File: src/hw/rtl/idhps_pkg.sv
// ----------------------------------------------------------------------------
// idhps_pkg
// Shared types and constants for the interval-day hourly pump scheduler.
// ----------------------------------------------------------------------------
package idhps_pkg;

  localparam int unsigned NumSlots = 5;

  localparam logic [4:0] HourNone   = 5'd31;
  localparam logic [4:0] Midnight   = 5'd24;
  localparam logic [4:0] LastHour   = 5'd23;
  localparam logic [5:0] ArmSeconds = 6'd9;

  localparam int unsigned InDataW  = 24;
  localparam int unsigned OutDataW = 8;

  typedef enum logic [2:0] {
    REG_INTERVAL_DAYS = 3'd0,
    REG_START_HOUR_A  = 3'd1,
    REG_START_HOUR_B  = 3'd2,
    REG_START_HOUR_C  = 3'd3,
    REG_START_HOUR_D  = 3'd4,
    REG_START_HOUR_E  = 3'd5,
    REG_RUN_TICKS     = 3'd6,
    REG_POWER_ON_HOUR = 3'd7
  } cfg_reg_e;

  typedef struct packed {
    logic [7:0]                 interval_days;
    logic [NumSlots-1:0][4:0]   start_hour;     // [0] is slot a
    logic [15:0]                run_ticks;
    logic [4:0]                 power_on_hour;
  } cfg_t;

  typedef struct packed {
    logic       valve_b_open;
    logic       valve_a_open;
    logic       tank_level_ok;
    logic [5:0] clock_second;
    logic [5:0] clock_minute;
    logic [4:0] clock_hour;
  } tick_t;

  typedef struct packed {
    logic       open_valve_b;
    logic       close_valve_a;
    logic [2:0] armed_slot;
    logic       pump_running;
  } result_t;

endpackage

File: src/hw/rtl/idhps_core.sv
// ----------------------------------------------------------------------------
// idhps_core
// Scheduler state and per-tick update: day phase, hourly arming, pump run.
// ----------------------------------------------------------------------------
module idhps_core import idhps_pkg::*; (
  input  logic    clk_i,
  input  logic    rst_ni,
  input  logic    step_i,     // advance state with tick_i this cycle
  input  cfg_t    cfg_i,
  input  tick_t   tick_i,
  output result_t result_o    // result of tick_i, valid with step_i
);

  logic        pump_on_q, pump_on_d;
  logic [2:0]  slot_q, slot_d;
  logic [15:0] run_cnt_q, run_cnt_d;
  logic [4:0]  checked_hour_q, checked_hour_d;
  logic [4:0]  prev_hour_q, prev_hour_d;
  logic        rollover_seen_q, rollover_seen_d;
  logic        first_day_q, first_day_d;
  logic [7:0]  day_phase_q, day_phase_d;

  logic [4:0]  hour24;
  logic [4:0]  limit;
  logic [8:0]  phase_inc;
  logic [16:0] cnt_inc;
  logic [2:0]  arm_slot;
  logic        arm_hit;
  logic        close_a, open_b;

  assign hour24    = (tick_i.clock_hour == '0) ? Midnight : tick_i.clock_hour;
  assign phase_inc = {1'b0, day_phase_q} + 9'd1;
  assign cnt_inc   = {1'b0, run_cnt_q} + 17'd1;

  always_comb begin
    pump_on_d       = pump_on_q;
    slot_d          = slot_q;
    run_cnt_d       = run_cnt_q;
    checked_hour_d  = checked_hour_q;
    prev_hour_d     = prev_hour_q;
    rollover_seen_d = rollover_seen_q;
    first_day_d     = first_day_q;
    day_phase_d     = day_phase_q;
    close_a         = 1'b0;
    open_b          = 1'b0;
    limit           = '0;
    arm_slot        = '0;
    arm_hit         = 1'b0;

    // scheduling freezes entirely while the interval is zero
    if (cfg_i.interval_days != '0) begin
      if (tick_i.clock_hour == '0 && prev_hour_q == LastHour) begin
        if (!rollover_seen_q) begin
          day_phase_d     = (phase_inc >= {1'b0, cfg_i.interval_days}) ? '0 : phase_inc[7:0];
          first_day_d     = 1'b0;
          rollover_seen_d = 1'b1;
        end
      end else if (tick_i.clock_hour != '0) begin
        rollover_seen_d = 1'b0;
      end

      // first day: skip start hours up to the power-on hour
      if (first_day_d) begin
        limit = (cfg_i.power_on_hour == '0) ? Midnight : cfg_i.power_on_hour;
      end
      for (int i = 0; i < NumSlots; i++) begin
        if (cfg_i.start_hour[i] != '0 && hour24 == cfg_i.start_hour[i] &&
            !(first_day_d && cfg_i.start_hour[i] <= limit)) begin
          arm_slot = 3'(i + 1);
          arm_hit  = 1'b1;
        end
      end

      if (tick_i.clock_minute == '0 && tick_i.clock_second < ArmSeconds) begin
        if (checked_hour_q != tick_i.clock_hour) begin
          checked_hour_d = tick_i.clock_hour;
          if (day_phase_d == '0 && !pump_on_q && tick_i.tank_level_ok && arm_hit) begin
            slot_d = arm_slot;
          end
        end
      end else if (tick_i.clock_minute != '0) begin
        checked_hour_d = HourNone;
      end

      prev_hour_d = tick_i.clock_hour;
    end

    // pump handling
    if (!tick_i.tank_level_ok) begin
      if (pump_on_q) begin
        run_cnt_d = '0;
        pump_on_d = 1'b0;
        slot_d    = '0;
      end
    end else if (slot_d != '0 && cfg_i.run_ticks != '0) begin
      if (!pump_on_q) begin
        run_cnt_d = '0;
        close_a   = tick_i.valve_a_open;
        open_b    = !tick_i.valve_b_open;
        pump_on_d = 1'b1;
      end else if (cnt_inc >= {1'b0, cfg_i.run_ticks}) begin
        run_cnt_d = '0;
        pump_on_d = 1'b0;
        slot_d    = '0;
      end else begin
        run_cnt_d = cnt_inc[15:0];
      end
    end else begin
      // no slot, or zero run length cancels an armed slot
      if (slot_d != '0) begin
        slot_d = '0;
      end
      if (pump_on_q) begin
        run_cnt_d = '0;
        pump_on_d = 1'b0;
      end
    end
  end

  assign result_o.pump_running  = pump_on_d;
  assign result_o.armed_slot    = slot_d;
  assign result_o.close_valve_a = close_a;
  assign result_o.open_valve_b  = open_b;

  always_ff @(posedge clk_i or negedge rst_ni) begin
    if (!rst_ni) begin
      pump_on_q       <= 1'b0;
      slot_q          <= '0;
      run_cnt_q       <= '0;
      checked_hour_q  <= HourNone;
      prev_hour_q     <= HourNone;
      rollover_seen_q <= 1'b0;
      first_day_q     <= 1'b1;
      day_phase_q     <= '0;
    end else if (step_i) begin
      pump_on_q       <= pump_on_d;
      slot_q          <= slot_d;
      run_cnt_q       <= run_cnt_d;
      checked_hour_q  <= checked_hour_d;
      prev_hour_q     <= prev_hour_d;
      rollover_seen_q <= rollover_seen_d;
      first_day_q     <= first_day_d;
      day_phase_q     <= day_phase_d;
    end
  end

endmodule

File: src/hw/rtl/interval_day_hourly_pump_scheduler.sv
// Pipeline: a tick is captured in the input register, then its result in the
// result register. Throughput: one tick per cycle unless the result stream
// stalls; the state update is a single pass between the two registers, and
// the output stage is released whenever it is taken.
// Reset: all scheduler state and both pipeline stages clear; registers reset
// to zero, marks to "none", first-day set.
// ----------------------------------------------------------------------------
// interval_day_hourly_pump_scheduler
// Interval-day hourly pump scheduler with stream in/out and a config port.
// ----------------------------------------------------------------------------
module interval_day_hourly_pump_scheduler import idhps_pkg::*; (
  input  logic                clk_i,
  input  logic                rst_ni,
  // config write channel
  input  logic                cfg_valid_i,
  output logic                cfg_ready_o,
  input  logic [2:0]          cfg_index_i,
  input  logic [15:0]         cfg_data_i,
  // tick stream in
  input  logic                s_axis_tvalid_i,
  output logic                s_axis_tready_o,
  // clock_hour[4:0], clock_minute[10:5], clock_second[16:11],
  // tank_level_ok[17], valve_a_open[18], valve_b_open[19], zero[23:20]
  input  logic [InDataW-1:0]  s_axis_tdata_i,
  // result stream out
  output logic                m_axis_tvalid_o,
  input  logic                m_axis_tready_i,
  // pump_running[0], armed_slot[3:1], close_valve_a[4], open_valve_b[5],
  // zero[7:6]
  output logic [OutDataW-1:0] m_axis_tdata_o
);

  cfg_t    cfg_q;
  tick_t   tick_q;
  logic    in_vld_q;
  result_t res_q;
  logic    out_vld_q;
  result_t core_res;
  logic    out_free;
  logic    step;

  assign cfg_ready_o = 1'b1;

  always_ff @(posedge clk_i or negedge rst_ni) begin
    if (!rst_ni) begin
      cfg_q <= '0;
    end else if (cfg_valid_i) begin
      case (cfg_reg_e'(cfg_index_i))
        REG_INTERVAL_DAYS: cfg_q.interval_days <= cfg_data_i[7:0];
        REG_START_HOUR_A:  cfg_q.start_hour[0] <= cfg_data_i[4:0];
        REG_START_HOUR_B:  cfg_q.start_hour[1] <= cfg_data_i[4:0];
        REG_START_HOUR_C:  cfg_q.start_hour[2] <= cfg_data_i[4:0];
        REG_START_HOUR_D:  cfg_q.start_hour[3] <= cfg_data_i[4:0];
        REG_START_HOUR_E:  cfg_q.start_hour[4] <= cfg_data_i[4:0];
        REG_RUN_TICKS:     cfg_q.run_ticks     <= cfg_data_i;
        REG_POWER_ON_HOUR: cfg_q.power_on_hour <= cfg_data_i[4:0];
        default: ;
      endcase
    end
  end

  // two-stage pipe: input register feeds the core, core writes result register
  assign out_free        = !out_vld_q || m_axis_tready_i;
  assign step            = in_vld_q && out_free;
  assign s_axis_tready_o = !in_vld_q || out_free;

  always_ff @(posedge clk_i or negedge rst_ni) begin
    if (!rst_ni) begin
      in_vld_q  <= 1'b0;
      out_vld_q <= 1'b0;
    end else begin
      if (s_axis_tready_o) begin
        in_vld_q <= s_axis_tvalid_i;
      end
      if (out_free) begin
        out_vld_q <= in_vld_q;
      end
    end
  end

  always_ff @(posedge clk_i) begin
    if (s_axis_tvalid_i && s_axis_tready_o) begin
      tick_q <= tick_t'(s_axis_tdata_i[$bits(tick_t)-1:0]);
    end
    if (step) begin
      res_q <= core_res;
    end
  end

  idhps_core u_core (
    .clk_i    (clk_i),
    .rst_ni   (rst_ni),
    .step_i   (step),
    .cfg_i    (cfg_q),
    .tick_i   (tick_q),
    .result_o (core_res)
  );

  assign m_axis_tvalid_o = out_vld_q;
  assign m_axis_tdata_o  = {(OutDataW - $bits(result_t))'(0), res_q};

endmodule

File: config.mk
export PLATFORM = sky130hd
export DESIGN_NAME = interval_day_hourly_pump_scheduler
export DESIGN_NICKNAME = d
export VERILOG_FILES = /design/src/hw/rtl/idhps_pkg.sv /design/src/hw/rtl/idhps_core.sv /design/src/hw/rtl/interval_day_hourly_pump_scheduler.sv
export SDC_FILE = /design/constraint.sdc
export NUM_CORES = 1
export LEC_CHECK = 0
export ABC_AREA = 1
export BUFFER_PORTS_ARGS = -buffer_cell sky130_fd_sc_hd__buf_4
export CAP_MARGIN = 10
export CORE_UTILIZATION = 30
export CTS_CLUSTER_DIAMETER = 30
export DETAILED_ROUTE_END_ITERATION = 8
export PLACE_DENSITY_LB_ADDON = 0.25
export REMOVE_ABC_BUFFERS = 1
export SLEW_MARGIN = 20
export SYNTH_ARGS = -nofsm -noshare
export SYNTH_HDL_FRONTEND = slang
export SYNTH_SLANG_ARGS = --single-unit
File: constraint.sdc
create_clock -name clk_i -period 5.3 [get_ports clk_i]
set_input_delay 1.06 -clock clk_i [delete_from_list [all_inputs] [get_ports clk_i]]
set_output_delay 1.06 -clock clk_i [all_outputs]
set_load 0.02 [all_outputs]
### After elaboration in Yosys (flattened, before gate mapping)

Index checks and enable logic that the tools add are counted.

| word-level totals | value |
|---|---|
| latch bits | 0 |
| register bits after elaboration | 122 |
| input bits | 48 |
| bits in read-only memories | 0 |
| memories | 0 |
| output and inout port bits | 11 |
| bits in writable memories | 0 |
| word-level logic and storage cells | 164 |

| cells by class | value |
|---|---|
| multiply operators | 0 |
| muxes and demuxes | 46 |
| add/sub/neg operators | 2 |
| shift-type cells | 0 |
| magnitude comparators | 8 |
| bitwise operators | 2 |
| reduce and logical (&&, ||, !) cells | 63 |
| divide/modulo/power cells | 0 |
| eq/ne operators | 15 |

Operators by type and width:

| cell | count |
|---|---|
| two-way mux 16 bit | 5 |
| two-way mux 3 bit | 12 |
| two-way mux 5 bit | 7 |
| two-way mux 8 bit | 4 |
| nonzero test 5 bit | 6 |
| == test 5 bit | 5 |
| <= comparator 5 bit | 5 |
| logical AND 1 bit | 23 |
| AND reduction 2 bit | 9 |
| adder 16 x 1 -> 17 bit (second input constant) | 1 |
| >= comparator 17 x 16 -> 1 bit | 1 |
| two-way mux 1 bit | 16 |
| nonzero test 16 bit | 1 |
| == test 3 bit (second input constant) | 4 |
| logical NOT 5 bit | 2 |
| adder 8 x 1 -> 9 bit (second input constant) | 1 |
| >= comparator 9 x 8 -> 1 bit | 1 |
| logical NOT 1 bit | 9 |
| logical NOT 8 bit | 1 |
| nonzero test 8 bit | 1 |
| == test 3 x 2 -> 1 bit (second input constant) | 2 |
| logical NOT 6 bit | 1 |
| < comparator 6 x 4 -> 1 bit (second input constant) | 1 |
| nonzero test 6 bit | 1 |
| other kinds (13) | 17 |

### Depth between registers and ports, before layout

| logic depth | value |
|---|---|
| depth after elaboration | 25 |
| mapped depth | 28 |

### Hierarchy

From an unflattened synthesis, not the netlist that was laid out.

| unflattened totals | value |
|---|---|
| cell total of the unflattened synthesis | 1037 |
| area, all modules | 7795.0 um^2 |

Modules (own cells, without submodules):

| module | times used | area each (um^2) | cells an instance |
|---|---|---|---|
| idhps_core | 1 | 4750.8 | 742 |
| interval_day_hourly_pump_scheduler | 1 | 3044.2 | 295 |

### Worst setup path after synthesis

OpenSTA, ideal clock, no wires.

| timing | value |
|---|---|
| kind | flip-flop to flip-flop |
| from | register tick_q[0] in the netlist's numbering |
| to | register u_core.run_cnt_q[14] |
| path buffers | 2 |
| setup time | 0.121 ns |
| required time | 5.179 ns |
| setup slack | 2.034 ns |
| arrival | 3.145 ns |
| cell stages (with the launch flop) | 28 |
| path through | edfxtp_1 -> buf_6 -> nor2_4 -> nand2_4 -> nor2_8 -> nand3b_2 -> nand2_4 -> o21ai_0 -> ha_1 -> nand2_1 -> inv_1 -> nand2_1 -> nand2_1 -> o21ai_0 -> nand2_1 -> nand3_1 -> nand3_2 -> nor2_4 -> nor2_4 -> nand2_1 -> nand2_1 -> nand2_2 -> nand3_4 -> nand2_4 -> buf_6 -> o21ai_1 -> nand3b_1 -> nand2_1 |

| on the way | value |
|---|---|
| word-level cells in the longest chain between the ends | 25 |

Ends and longest elaborated chain:

| what | RTL line | text |
|---|---|---|
| start, declared | interval_day_hourly_pump_scheduler.sv:34 | `tick_t tick_q;` |
| start signal, assigned | interval_day_hourly_pump_scheduler.sv:83 | `tick_q <= tick_t'(s_axis_tdata_i[$bits(tick_t)-1:0]);` |
| logical NOT 5 bit | idhps_core.sv:31, idhps_core.sv:52 |  |
| logical AND 1 bit | idhps_core.sv:52 | `if (tick_i.clock_hour == '0 && prev_hour_q == LastHour) begin` |
| two-way mux 1 bit | idhps_core.sv:52 |  |
| two-way mux 1 bit | idhps_core.sv:51 | `if (cfg_i.interval_days != '0) begin` |
| two-way mux 5 bit | idhps_core.sv:63 | `if (first_day_d) begin` |
| two-way mux 5 bit | idhps_core.sv:51 |  |
| <= comparator 5 bit | idhps_core.sv:68 | `!(first_day_d && cfg_i.start_hour[i] <= limit)) begin` |
| logical AND 1 bit | idhps_core.sv:68 |  |
| [... 9 more ...] | -- |  |
| two-way mux 3 bit | idhps_core.sv:77 | `if (day_phase_d == '0 && !pump_on_q && tick_i.tank_level_ok && arm_hit) begin` |
| two-way mux 3 bit (*) | idhps_core.sv:75 | `if (checked_hour_q != tick_i.clock_hour) begin` |
| two-way mux 3 bit (*) | idhps_core.sv:74 | `if (tick_i.clock_minute == '0 && tick_i.clock_second < ArmSeconds) begin` |
| two-way mux 3 bit (*) | idhps_core.sv:51 |  |
| nonzero test 3 bit (*) | idhps_core.sv:95 | `end else if (slot_d != '0 && cfg_i.run_ticks != '0) begin` |
| logical AND 1 bit (*) | idhps_core.sv:95 |  |
| two-way mux 16 bit (*) | idhps_core.sv:95 |  |
| two-way mux 16 bit (*) | idhps_core.sv:89 | `if (!tick_i.tank_level_ok) begin` |
| end signal, assigned | idhps_core.sv:138 | `run_cnt_q <= run_cnt_d;` |
| end, declared | idhps_core.sv:16 | `logic [15:0] run_cnt_q, run_cnt_d;` |

Mark *: on every way between the ends. The rest lies on a longest branch, timed or not. The select of a mux whose other input is x is not followed.
A chain may end at the register's enable or synchronous reset.

### Worst setup path in the final report

| timing | value |
|---|---|
| from | register tick_q[3] in the netlist's numbering |
| to | register res_q (netlist bit m_axis_tdata_o[4]), data pin |

| on the way | value |
|---|---|
| word-level cells in the longest chain between the ends | 25 |

Ends and longest elaborated chain:

| what | RTL line | text |
|---|---|---|
| logical NOT 5 bit | idhps_core.sv:31, idhps_core.sv:52 |  |
| logical AND 1 bit | idhps_core.sv:52 |  |
| two-way mux 1 bit | idhps_core.sv:52 |  |
| two-way mux 1 bit | idhps_core.sv:51 |  |
| two-way mux 5 bit | idhps_core.sv:63 |  |
| two-way mux 5 bit | idhps_core.sv:51 |  |
| <= comparator 5 bit | idhps_core.sv:68 |  |
| logical AND 1 bit | idhps_core.sv:68 |  |
| [... 9 more ...] | -- |  |
| two-way mux 3 bit | idhps_core.sv:77 |  |
| two-way mux 3 bit (*) | idhps_core.sv:75 |  |
| two-way mux 3 bit (*) | idhps_core.sv:74 |  |
| two-way mux 3 bit (*) | idhps_core.sv:51 |  |
| nonzero test 3 bit (*) | idhps_core.sv:95 |  |
| logical AND 1 bit (*) | idhps_core.sv:95 |  |
| NOT 1 bit (no line) (*) | -- |  |
| OR reduction 3 bit (no line) (*) | -- |  |
| end signal, assigned | interval_day_hourly_pump_scheduler.sv:86 | `res_q <= core_res;` |
| end, declared | interval_day_hourly_pump_scheduler.sv:36 | `result_t res_q;` |

Marked as above.

==> impl_metrics.ini <==
[sta]
fin_setup_tns_ps = 0
setup_ws_ps = 718.5
fin_skew_ps = 9.773
period_minus_slack_ps = 4581
final_min_period_over_clock_period = 0.8644
rsz0062_at_grt = false
finalHoldViolCount = 0
clock.fmax_ghz = 0.2183
slew_violations = 0
worst_pin_slew_ps = 1083
setup_viol = 0
slew_headroom = 0.2746

[routing]
route.detailed.drc = 0
antenna_left = 0
vias = 6837
post_drt_wl_per_cell_um = 14.14
postRouteWirelength_um = 20530
first_pass_iters = 5
viasPerCell = 4.709
drt_iter0_markers = 306

[worst_setup_path]
cp_cell_sequence = nor2_4 > nand2_4 > nor2_8 > nand3b_2 > nand2_4 > o21ai_0 > ha_1 > nand2_1 > nor3_1 > o21ai_0 > nand2_1 > nand3_1 > nand3_1 > nand2_1 > a21boi_0 > nand3_1 > nand2_2 > nand3_4 > nand2_4 > inv_1 > nand3_1 > nor2_1
worstSetupStartpointType = flop
crit_top_cell = nand3_1
slowest_stage = edfxtp_1
cpPeakStageDelay_ps = 530
worstSetupPathType = flop to flop
worst_ep_arrival_time_ps = 4760
worstSetupEndpointType = flop
path_max_fanout = 19
critPathRequiredTime_ps = 5480
reg2regPathDepth = 22

[finish]
drive_gt1_frac = 0.1423
antenna_cells = 0
final_cells = 1452
area_growth_pct = 15.39
nets = 1203

[clock_network]
cts-root-buf = clkbuf_16
worstSkewPairLatency_ps = 420
clock_path_buffers = 2
numCtsBuffers = 17
clock-sinks = 122
cts.clk_slew.worst_paths_ps = 60
cts_tree = built
cts_resized = 0
post_cts_buffers = 0
cts_hold_buffers = 0
cts.htree.levels = 4

[synthesis]
synth_top_cell_by_area = dfrtp_1
synth_top_area_share = 0.2648
syn_area_per_cell_um2 = 7.592
synthMostInstantiatedCell = nand2_1
synth-async-reset-ratio = 0.7869
ys_ff_latch = 122
syn_area_um2 = 8033
synthTopCellsByArea = dfrtp_1, nand2_1, edfxtp_1
ys.flop_type = dfrtp_1
seq_area_frac_synth = 0.3980
synth.distinct_cells = 47
yosys-top-cells-count = nand2_1, inv_1, nor2_1
yosysWarnings = 0
synthCells = 1058
synth-edff-count = 26

[die]
io_pins = 59
core_um2 = 26130
initial_core_util = 0.3074
core.rowCount = 59
die_h_um = 165.6
die-width_um = 165.6
dieArea_um2 = 27430

[grt]
grtUsageTotal = 0.1580
grt_pass1_wl_um = 34580
grt_pass1_vias = 6701
antenna_found_initial = 0
grt_start_max_net_pins = 57
grt_overflow_total = 0

[status]
outcome = completed

[pwr]
p_per_area_nw_per_um2 = 393.6
p_leak_nw = 4.658
peakVddDrop_mv = 0.2159
power_mw = 3.648

[run]
max-cap-violations = 0

[placement]
io_buffers = 51
dp.cells = 1420
dpl.hpwl_um = 14560
dp_worst_setup_slack_ps = 745.8
place.gp.congestion = 0.8349

[min_path]
hold_depth = 2
min_path_type = flop to flop
placed cells by master, fill, tap and decap left out, drive strengths merged, types with 12 or more instances in the layout:
| cell | count |
|---|---|
| buf | 58 |
| clkbuf | 17 |
| nand4 | 21 |
| a21oi | 40 |
| inv | 152 |
| edfxtp | 26 |
| nand3 | 101 |
| xnor2 | 15 |
| o21ai | 79 |
| ha | 51 |
| nor2 | 136 |
| dfrtp | 85 |
| xor2 | 12 |
| nand2 | 262 |
state kept, by name, summed over array words and instances (netlist names):
signal	flops
u_core.prev_hour_q	5
cfg_q	54
tick_q	20
u_core.run_cnt_q	16
m_axis_tdata_o	6
u_core.rollover_seen_q	1
u_core.day_phase_q	8
u_core.checked_hour_q	5
m_axis_tvalid_o	1
u_core.pump_on_q	1
u_core.first_day_q	1
in_vld_q	1
u_core.slot_q	3
layout make-up:
cell class,instances,area [µm²]
flip-flops and latches,122,3197
fillers,2757,16860
multi-input cells,762,4128
well taps,335,419.2
inverters,143,536.8
repair buffers,58,435.4
clock inverters,15,127.6
clock buffers,17,425.4
final timing paths:
path	startpoint	endpoint	slack (ps)
worst min-delay path	cfg_q[52]	cfg_q[52]	480
min in group asynchronous	rst_ni	cfg_q[3]	690
max in group asynchronous	rst_ni	u_core.run_cnt_q[13]	3530
worst max-delay path	tick_q[3]	m_axis_tdata_o[4]	720
worst min register to register	cfg_q[52]	cfg_q[52]	480
worst max register to register	tick_q[3]	m_axis_tdata_o[4]	720
where the power goes:
group	leakage [nW]	switching [mW]	internal (mW)	total, mW
Sequential	1.37	0.185	1.16	1.35
Combinational	3.03	0.729	0.468	1.20
Clock	0.257	0.493	0.613	1.11
stage by stage:
stage | instance area (µm²) | utilization | hold slack [ps]
floorplan | 7861 | - | 449.1
global placement | 8716 | 0.3335 | 466.8
detailed placement | 8716 | 0.3335 | 471.2
CTS | 9269 | 0.3547 | 488.6
global route | 9269 | 0.3547 | 498.5
finish | 9269 | 0.3547 | 483.9
critical path: cells and delay by family, from the launching register on:
kind	cells	cell delay [ps]
AO/OA/AOI/OAI	3	830
adder cells (fa/ha/maj)	1	430
buffers and inverters	1	130
flip-flops	1	530
AND/OR/NAND/NOR	17	2390
layer usage:
| metal | routed length (µm) | share of wire | track usage | up-vias |
|---|---|---|---|---|
| met2 | 9173 | 0.45 | 0.2472 | 123 |
| met4 | 397 | 0.019 | 0.06095 | 0 |
| met3 | 696 | 0.034 | 0.02748 | 29 |
| met1 | 10260 | 0.50 | 0.2171 | 3163 |
| li1 | - | - | - | 3522 |
| met5 | 0 | 0 | 0 | - |
cells by family (layout without fill, tap and decap cells):
kind of cell             Yosys count  in the layout  synth area share
other                              2              3         0.0009349
AND/OR/NAND/NOR                  546            546            0.3107
adder cells (fa/ha/maj)           51             51           0.07944
buffers and inverters            175            233           0.08863
AO/OA/AOI/OAI                    135            135           0.09284
flip-flops                       122            122            0.3980
XOR/XNOR                          27             27           0.02944
Note: power is estimated with default switching activity, not from simulation.
